**src/rtl/core/sha256_pkg.sv**
```systemverilog
// Shared types, constants and the rotate helper of the SHA-256 digest block.
package sha256_pkg;

  typedef struct packed {
    logic [7:0] message_byte;
    logic       has_byte;
    logic       end_of_message;
  } in_word_t;

  typedef struct packed {
    logic [63:0] digest_word_0;
    logic [63:0] digest_word_1;
    logic [63:0] digest_word_2;
    logic [63:0] digest_word_3;
  } out_word_t;

  // Controller to datapath commands.
  typedef struct packed {
    logic load_byte;   // write byte into buffer at fill position
    logic pad_mark;    // write 0x80 at fill position, zero the rest
    logic zero_all;    // zero whole buffer
    logic put_len;     // write bit length into last 8 bytes
    logic start_blk;   // load schedule and working words
    logic do_round;    // run one round
    logic fold;        // add working words into chain
    logic clear_msg;   // restore initial hash, clear counts
  } dp_cmd_t;

  typedef struct packed {
    logic       fill_full;  // fill count reaches 64 after this byte
    logic       long_tail;  // fill >= 56 at end of message
    logic       last_round;
  } dp_stat_t;

  localparam int unsigned BlockBytes = 64;
  localparam int unsigned Rounds     = 64;
  localparam logic [7:0]  PadMark    = 8'h80;

  localparam logic [31:0] RoundK [64] = '{
    32'h428a2f98, 32'h71374491, 32'hb5c0fbcf, 32'he9b5dba5, 32'h3956c25b, 32'h59f111f1,
    32'h923f82a4, 32'hab1c5ed5, 32'hd807aa98, 32'h12835b01, 32'h243185be, 32'h550c7dc3,
    32'h72be5d74, 32'h80deb1fe, 32'h9bdc06a7, 32'hc19bf174, 32'he49b69c1, 32'hefbe4786,
    32'h0fc19dc6, 32'h240ca1cc, 32'h2de92c6f, 32'h4a7484aa, 32'h5cb0a9dc, 32'h76f988da,
    32'h983e5152, 32'ha831c66d, 32'hb00327c8, 32'hbf597fc7, 32'hc6e00bf3, 32'hd5a79147,
    32'h06ca6351, 32'h14292967, 32'h27b70a85, 32'h2e1b2138, 32'h4d2c6dfc, 32'h53380d13,
    32'h650a7354, 32'h766a0abb, 32'h81c2c92e, 32'h92722c85, 32'ha2bfe8a1, 32'ha81a664b,
    32'hc24b8b70, 32'hc76c51a3, 32'hd192e819, 32'hd6990624, 32'hf40e3585, 32'h106aa070,
    32'h19a4c116, 32'h1e376c08, 32'h2748774c, 32'h34b0bcb5, 32'h391c0cb3, 32'h4ed8aa4a,
    32'h5b9cca4f, 32'h682e6ff3, 32'h748f82ee, 32'h78a5636f, 32'h84c87814, 32'h8cc70208,
    32'h90befffa, 32'ha4506ceb, 32'hbef9a3f7, 32'hc67178f2
  };

  localparam logic [31:0] InitHash [8] = '{
    32'h6a09e667, 32'hbb67ae85, 32'h3c6ef372, 32'ha54ff53a,
    32'h510e527f, 32'h9b05688c, 32'h1f83d9ab, 32'h5be0cd19
  };

  function automatic logic [31:0] rotr(input logic [31:0] x, input int unsigned n);
    rotr = (x >> n) | (x << (32 - n));
  endfunction

endpackage

```
**src/rtl/core/sha256_ctrl.sv**
```systemverilog
// Sequencer for byte loading, padding, compression rounds and digest output.
module sha256_ctrl (
  input  logic                 clk_i,
  input  logic                 rst_ni,
  input  logic                 in_valid_i,
  output logic                 in_stall_o,
  input  sha256_pkg::in_word_t in_word_i,
  input  sha256_pkg::dp_stat_t stat_i,
  output sha256_pkg::dp_cmd_t  cmd_o,
  output logic                 out_valid_o,
  input  logic                 out_stall_i
);
  import sha256_pkg::*;

  typedef enum logic [2:0] {
    StIdle, StRound, StFold, StPadLen, StEmit
  } state_e;

  state_e state_q;
  logic   final_q;     // block in flight is the length block
  logic   need_len_q;  // a spill block follows the block in flight
  logic   out_valid_q;
  logic   accept;

  assign in_stall_o  = (state_q != StIdle) || out_valid_q;
  assign accept      = in_valid_i && !in_stall_o;
  assign out_valid_o = out_valid_q;

  always_comb begin
    cmd_o = '0;
    case (state_q)
      StIdle: begin
        if (accept) begin
          cmd_o.load_byte = in_word_i.has_byte;
          if (in_word_i.has_byte && stat_i.fill_full) begin
            cmd_o.start_blk = 1'b1;
          end else if (in_word_i.end_of_message) begin
            cmd_o.pad_mark  = 1'b1;
            cmd_o.put_len   = !stat_i.long_tail;
            cmd_o.start_blk = 1'b1;
          end
        end
      end
      StRound:  cmd_o.do_round = 1'b1;
      StFold:   cmd_o.fold = 1'b1;
      StPadLen: begin
        cmd_o.zero_all  = 1'b1;
        cmd_o.put_len   = 1'b1;
        cmd_o.start_blk = 1'b1;
      end
      StEmit:   cmd_o.clear_msg = !out_stall_i;
      default:  cmd_o = '0;
    endcase
  end

  // A full block on an end item: load, compress, then pad in a fresh block.
  logic pend_end_q;

  always_ff @(posedge clk_i or negedge rst_ni) begin
    if (!rst_ni) begin
      state_q     <= StIdle;
      final_q     <= 1'b0;
      need_len_q  <= 1'b0;
      pend_end_q  <= 1'b0;
      out_valid_q <= 1'b0;
    end else begin
      case (state_q)
        StIdle: begin
          if (accept) begin
            if (in_word_i.has_byte && stat_i.fill_full) begin
              state_q    <= StRound;
              final_q    <= 1'b0;
              need_len_q <= 1'b0;
              pend_end_q <= in_word_i.end_of_message;
            end else if (in_word_i.end_of_message) begin
              state_q    <= StRound;
              final_q    <= !stat_i.long_tail;
              need_len_q <= stat_i.long_tail;
              pend_end_q <= 1'b0;
            end
          end
        end
        StRound: if (stat_i.last_round) state_q <= StFold;
        StFold: begin
          if (final_q) begin
            state_q     <= StEmit;
            out_valid_q <= 1'b1;
          end else if (need_len_q) begin
            state_q <= StPadLen;
          end else if (pend_end_q) begin
            state_q <= StPadLen;
          end else begin
            state_q <= StIdle;
          end
        end
        StPadLen: begin
          // spill block holds only zeros and length; an end after a full
          // block needs the mark at byte 0 as well (handled by datapath)
          state_q    <= StRound;
          final_q    <= 1'b1;
          need_len_q <= 1'b0;
        end
        StEmit: begin
          if (!out_stall_i) begin
            out_valid_q <= 1'b0;
            state_q     <= StIdle;
            pend_end_q  <= 1'b0;
          end
        end
        default: state_q <= StIdle;
      endcase
    end
  end
endmodule

```
**src/rtl/core/sha256_dp.sv**
```systemverilog
// Block buffer, bit counter, schedule window, round logic and chaining words.
module sha256_dp (
  input  logic                  clk_i,
  input  logic                  rst_ni,
  input  sha256_pkg::in_word_t  in_word_i,
  input  sha256_pkg::dp_cmd_t   cmd_i,
  input  logic                  mark_first_i,
  output sha256_pkg::dp_stat_t  stat_o,
  output sha256_pkg::out_word_t out_word_o
);
  import sha256_pkg::*;

  // The schedule window doubles as the block buffer: bytes land big-endian
  // in its sixteen words while the input is open.
  logic [31:0] w_q [16];
  logic [31:0] w_d [16];
  logic [5:0]  fill_q;
  logic [63:0] bits_q;
  logic [31:0] v_q [8];
  logic [31:0] h_q [8];
  logic [5:0]  rnd_q;
  logic [6:0]  fill_after;
  logic [5:0]  pad_pos;
  logic [63:0] len_bits;

  // Fill and length as they stand once this cycle's byte is in.
  assign fill_after = {1'b0, fill_q} + {6'd0, in_word_i.has_byte};
  assign pad_pos    = fill_q + {5'd0, cmd_i.load_byte};
  assign len_bits   = cmd_i.load_byte ? bits_q + 64'd8 : bits_q;

  assign stat_o.fill_full  = (fill_q == 6'd63);
  assign stat_o.long_tail  = (fill_after >= 7'd56);
  assign stat_o.last_round = (rnd_q == 6'd63);

  // Buffer next value: byte write, padding and length insertion.
  always_comb begin
    for (int j = 0; j < 16; j++) begin
      w_d[j] = w_q[j];
      for (int k = 0; k < 4; k++) begin
        if (cmd_i.load_byte && fill_q == 6'(4*j+k))
          w_d[j][8*(3-k) +: 8] = in_word_i.message_byte;
        if (cmd_i.pad_mark) begin
          if (pad_pos == 6'(4*j+k))     w_d[j][8*(3-k) +: 8] = PadMark;
          else if (pad_pos < 6'(4*j+k)) w_d[j][8*(3-k) +: 8] = 8'h00;
        end
        if (cmd_i.zero_all)
          w_d[j][8*(3-k) +: 8] = (mark_first_i && j == 0 && k == 0) ? PadMark : 8'h00;
      end
      if (cmd_i.put_len && j == 14) w_d[j] = len_bits[63:32];
      if (cmd_i.put_len && j == 15) w_d[j] = len_bits[31:0];
    end
  end

  // Round datapath, one round per cycle over a sliding schedule window.
  logic [31:0] wt, s0, s1, t1, t2, a, e, w15, w2;
  always_comb begin
    w15 = w_q[1];
    w2  = w_q[14];
    s0  = rotr(w15, 7) ^ rotr(w15, 18) ^ (w15 >> 3);
    s1  = rotr(w2, 17) ^ rotr(w2, 19) ^ (w2 >> 10);
    wt  = w_q[0];
    a   = v_q[0];
    e   = v_q[4];
    t1  = v_q[7] + (rotr(e, 6) ^ rotr(e, 11) ^ rotr(e, 25)) +
          ((e & v_q[5]) ^ (~e & v_q[6])) + RoundK[rnd_q] + wt;
    t2  = (rotr(a, 2) ^ rotr(a, 13) ^ rotr(a, 22)) +
          ((a & v_q[1]) ^ (a & v_q[2]) ^ (v_q[1] & v_q[2]));
  end

  always_ff @(posedge clk_i) begin
    if (cmd_i.do_round) begin
      for (int j = 0; j < 15; j++) w_q[j] <= w_q[j+1];
      w_q[15] <= w_q[0] + s0 + w_q[9] + s1;
    end else begin
      for (int j = 0; j < 16; j++) w_q[j] <= w_d[j];
    end
    if (cmd_i.start_blk) begin
      for (int j = 0; j < 8; j++) v_q[j] <= h_q[j];
    end else if (cmd_i.do_round) begin
      v_q[7] <= v_q[6];
      v_q[6] <= v_q[5];
      v_q[5] <= e;
      v_q[4] <= v_q[3] + t1;
      v_q[3] <= v_q[2];
      v_q[2] <= v_q[1];
      v_q[1] <= a;
      v_q[0] <= t1 + t2;
    end
  end

  always_ff @(posedge clk_i or negedge rst_ni) begin
    if (!rst_ni) begin
      fill_q <= '0;
      bits_q <= '0;
      rnd_q  <= '0;
      for (int j = 0; j < 8; j++) h_q[j] <= InitHash[j];
    end else begin
      if (cmd_i.load_byte) begin
        fill_q <= fill_q + 6'd1;
        bits_q <= bits_q + 64'd8;
      end
      if (cmd_i.start_blk) rnd_q <= '0;
      else if (cmd_i.do_round) rnd_q <= rnd_q + 6'd1;
      if (cmd_i.fold) begin
        for (int j = 0; j < 8; j++) h_q[j] <= h_q[j] + v_q[j];
      end
      if (cmd_i.clear_msg) begin
        fill_q <= '0;
        bits_q <= '0;
        for (int j = 0; j < 8; j++) h_q[j] <= InitHash[j];
      end
    end
  end

  assign out_word_o.digest_word_0 = {h_q[0], h_q[1]};
  assign out_word_o.digest_word_1 = {h_q[2], h_q[3]};
  assign out_word_o.digest_word_2 = {h_q[4], h_q[5]};
  assign out_word_o.digest_word_3 = {h_q[6], h_q[7]};
endmodule

```
**src/rtl/core/sha256_message_digest.sv**
```systemverilog
// Top level of the streaming SHA-256 digest block.
//
//   channel | direction | handshake            | word
//   in      | sink      | in_valid_i/in_stall_o | sha256_pkg::in_word_t
//   out     | source    | out_valid_o/out_stall_i | sha256_pkg::out_word_t
//
// A byte that does not complete a block is only buffered. A byte that fills
// the block starts a compression: a load, 64 rounds of the single round unit
// and a fold. An end item costs one or two such blocks (a second when 56 or
// more bytes are buffered, or when its own byte filled the block), then the
// digest waits in the output register until taken. Input stalls through all
// of that. Reset restores the initial hash and clears the counters; no
// clearing pass is needed.
module sha256_message_digest (
  input  logic                  clk_i,
  input  logic                  rst_ni,
  input  logic                  in_valid_i,
  output logic                  in_stall_o,
  input  sha256_pkg::in_word_t  in_word_i,
  output logic                  out_valid_o,
  input  logic                  out_stall_i,
  output sha256_pkg::out_word_t out_word_o
);
  import sha256_pkg::*;

  dp_cmd_t  cmd;
  dp_stat_t stat;
  logic     mark_first;

  // A zero-fill block that follows a full data block carries the pad mark
  // at byte 0; the spill block after a long tail does not.
  logic mark_q;
  always_ff @(posedge clk_i or negedge rst_ni) begin
    if (!rst_ni) begin
      mark_q <= 1'b0;
    end else if (cmd.start_blk && !cmd.zero_all) begin
      mark_q <= !(cmd.pad_mark);
    end
  end
  assign mark_first = mark_q;

  sha256_ctrl u_ctrl (
    .clk_i       (clk_i),
    .rst_ni      (rst_ni),
    .in_valid_i  (in_valid_i),
    .in_stall_o  (in_stall_o),
    .in_word_i   (in_word_i),
    .stat_i      (stat),
    .cmd_o       (cmd),
    .out_valid_o (out_valid_o),
    .out_stall_i (out_stall_i)
  );

  sha256_dp u_dp (
    .clk_i        (clk_i),
    .rst_ni       (rst_ni),
    .in_word_i    (in_word_i),
    .cmd_i        (cmd),
    .mark_first_i (mark_first),
    .stat_o       (stat),
    .out_word_o   (out_word_o)
  );
endmodule

```
**config.mk**
```make
export PLATFORM = sky130hd
export DESIGN_NAME = sha256_message_digest
export DESIGN_NICKNAME = d
export VERILOG_FILES = /design/src/rtl/core/sha256_pkg.sv /design/src/rtl/core/sha256_ctrl.sv /design/src/rtl/core/sha256_dp.sv /design/src/rtl/core/sha256_message_digest.sv
export SDC_FILE = /design/constraint.sdc
export NUM_CORES = 2
export LEC_CHECK = 0
export BUFFER_PORTS_ARGS = -buffer_cell sky130_fd_sc_hd__buf_2
export CAP_MARGIN = 10
export CORE_MARGIN = 2
export CORE_UTILIZATION = 30
export DETAILED_ROUTE_END_ITERATION = 16
export PLACE_DENSITY = 0.44
export SLEW_MARGIN = 20
export SYNTH_ARGS = -nofsm -noshare
export SYNTH_HDL_FRONTEND = slang
export SYNTH_HIERARCHICAL = 1
export SYNTH_SLANG_ARGS = --single-unit
```
**constraint.sdc**
```tcl
create_clock -name clk_i -period 7.85 [get_ports clk_i]
set_input_delay 1.1775 -clock clk_i [delete_from_list [all_inputs] [get_ports clk_i]]
set_output_delay 1.1775 -clock clk_i [all_outputs]
set_load 0.01 [all_outputs]
```
==> flow_summary.ini <==
[outcome]
status = finished with violations
violations = negative setup slack

[setup_path]
timing.rr.end = u_dp/v_q[0][31]
cp_slowest_cell = fa_2
cp_slowest_stage_delay_ps = 570
worst_setup_path_end_kind = flip-flop
critPathMaxFanout = 5
path_buf_inv = 10
required_ps = 8430
r2r-start = u_dp/rnd_q[0]
worstRegToRegCells = 38
critical_path_class = flip-flop to flip-flop
start_kind = flip-flop
worst_ep_arrival_time_ps = 8780
startpoint = u_dp/rnd_q[0]
reg2reg_slack_ps = -360
cp_top_family = adder cells

[synth]
syn_area_per_cell_um2 = 9.17
synth_edf_count = 256
yosysWarnings = 6
syn_nets = 8766
async_flop_share_pct = 30.5
ys.flop_type = dfxtp_1
netlist_instances = 8158
netlist_area_mm2 = 0.0748
synth_top_area_cell = dfxtp_1
synth.distinct_cells = 96
ys_seq_elements = 1105
synth_top_area_share_pct = 13.7
yosysSeqAreaShare_pct = 35.5
synth.area.top_cells = dfxtp_1 (14%), edfxtp_1 (10%), mux2i_1 (7.6%)

[layout]
drive_above_1_share_pct = 20.5
register_area_mm2 = 0.0265
fin_nets = 9343
final_cell_area_mm2 = 0.0902
multi_input_area_mm2 = 0.0466
utilization_pct = 36.4
num-fill-cells = 25410
area_growth_syn_to_layout_pct = 20.6

[place]
port_buffers = 271
gp_congestion = 0.959
dp_slack_ps = -855
dp_hpwl_um = 243000
place_area_mm2 = 0.0834

[timing]
rsz0062_at_grt = true
tightest_slew_ps = 1190
finalWorstPathRequiredPeriod_ps = 8210
setup_viol = 15
fmax_mhz = 122
maxSlewHeadroom_pct = 20.5
skew_ps = 70.8
hold_viol_final = 0
min_period_over_period_pct = 105
slew_viol_final = 0
setup_ws_ps = -356

[die]
die_h_um = 503
core.rowCount = 183
io_pins = 272
die-area_mm2 = 0.253
core_area_mm2 = 0.248
die_x_um = 503
start_util_pct = 30.1

[clock_tree]
clkSinkCount = 1105
clock_latency_ps = 860
cts_tree = done
root_buffer = clkbuf_16
clockBufferDepth = 3
htreeDepth = 4
hold_buffers = 0
numCtsBuffers = 143
clkSlewWorstSetupHoldPaths_ps = 60

[grt]
grt_pass1_wl_um = 461000
grt-ovfl-total = 0
grt_max_degree = 195
antenna_found_initial = 8
grt.total_usage_pct = 24.7
grt_pass1_vias = 63635

[detailed_routing]
ant_nets = 0
drc = 0
routed_via_density = 5.33
drt_pass1_iterations = 8
drt_iter0_markers = 5588
vias = 65012
wire_per_inst_um = 26.2
drt-total-wl_um = 320000

[run]
drv_cap = 0

[min_path]
hold_class = primary input to async pin
## cell usage after synthesis, types with 23 or more instances
library cell  number
mux2i_1          565
a21o_1           179
nor3_1            89
nand2b_1          87
nor2_1           571
dfxtp_1          512
and2_1            40
or3_1             34
nand2_1          895
xor2_1           204
o21a_1            57
o211ai_1          36
nor2b_1           57
o21ai_0          837
nand3_1          113
buf_1             37
inv_1            341
clkbuf_1         418
a211oi_1          40
or2_2             32
o22ai_1           42
and3_1            58
nand4_1           36
a211o_1           41
fa_1             195
xnor2_1          432
mux2_2           252
a22o_1            40
ha_1             399
dfstp_2          136
edfxtp_1         256
o31ai_1           39
o311ai_0          23
dfrtp_1          201
a31oi_1           47
a21oi_1          489
o21bai_1          44
## metrics by stage
| stage | cells | setup TNS, ps | hold slack (ps) |
|---|---|---|---|
| after floorplan | 8158 | 0 | 420 |
| after CTS | 12158 | -690 | 257 |
| after global placement | 11881 | -10480 | 433 |
| after detailed placement | 11881 | -12980 | 436 |
| final | 12187 | -1560 | 310 |
| after global routing | 12185 | -8000 | 320 |
## cells by family (layout without fill, tap and decap cells)
logic type / Yosys count / in the layout / share of synthesized area (%)
DFF: 1105 / 1105 / 35.5
adders and majority gates: 597 / 597 / 11.9
AOI/OAI and AO/OA: 2106 / 2106 / 17.1
buffers and inverters: 807 / 1503 / 4.08
and+or+nand+nor: 2080 / 2080 / 12.3
xor gates and xnor gates: 636 / 636 / 7.45
muxes: 827 / 827 / 11.7
other: 0 / 3 / 0
## routing by layer
layer | vias up | GRT usage [%] | wire length [µm]
met2 | 1978 | 38.2 | 141000
met3 | 368 | 3.22 | 17300
met1 | 32685 | 35.8 | 152000
met5 | - | 0 | 23
li1 | 29977 | - | -
met4 | 4 | 6.56 | 8770
## how the worst max path moves through the flow
stage,to,slack (ps),cells past startpoint
after floorplan,u_dp/v_q[0][31],7,36
after global placement,u_dp/v_q[0][31],-880,40
after detailed placement,u_dp/v_q[0][31],-860,42
after CTS,u_dp/v_q[0][31],-330,40
after global routing,u_dp/v_q[0][31],-690,41
final,u_dp/v_q[0][31],-360,38
## worst register-to-register path, delay by kind of cell, from the launching register on
kind,cells,cell delay (ps)
AOI/OAI and AO/OA,13,2160
xor gates and xnor gates,3,500
muxes,1,190
and+or+nand+nor,4,800
adders and majority gates,7,2760
DFF,1,460
buffers and inverters,10,1070
## sequential cells by signal, indices dropped and copies added, names as in the netlist
name / cells
u_ctrl/need_len_q: 1
u_dp/bits_q: 61
u_dp/v_q: 256
u_dp/out_word_o: 256
u_ctrl/final_q: 1
u_ctrl/state_q: 3
mark_first: 1
u_dp/rnd_q: 6
u_dp/w_q: 512
u_dp/fill_q: 6
u_ctrl/pend_end_q: 1
u_ctrl/out_valid_o: 1
## cell type report
cell class              count  share of cell area [%]
inverters                 346                    1.46
clock buffers             196                    4.48
flip-flops and latches   1105                    29.4
clock inverters            68                    1.07
multi-input cells        6246                    51.7
diodes                      3                 0.00832
well taps                3330                    4.62
repair buffers            893                    7.25
## cells in the final DEF (no fill, tap or decap), drive strengths merged, types with 40 or more instances in the layout
| cell | instances |
|---|---|
| nand2 | 895 |
| buf | 892 |
| o21ai | 849 |
| nor2 | 571 |
| mux2i | 565 |
| dfxtp | 512 |
| a21oi | 489 |
| xnor2 | 432 |
| ha | 399 |
| inv | 348 |
| edfxtp | 256 |
| mux2 | 252 |
| xor2 | 204 |
| dfrtp | 201 |
| clkbuf | 196 |
| fa | 195 |
| a21o | 179 |
| dfstp | 136 |
| nand3 | 113 |
| nor3 | 89 |
| nand2b | 87 |
| and3 | 58 |
| nor2b | 58 |
| o21a | 57 |
| clkinv | 49 |
| a31oi | 47 |
| o21bai | 44 |
| o22ai | 42 |
| a211o | 41 |
| and2 | 41 |
| a22o | 40 |
| a211oi | 40 |
## repair_timing
item | in CTS | in global routing
pin swaps | 52 | 149
cloned | 2 | 0
buffers inserted | 12 | 32
setup endpoints to repair | 34 | 32
gates resized for setup | 144 | 189
Power is not shown: default switching activity piles up to over one toggle a cycle in this logic, so the estimate is an artifact.
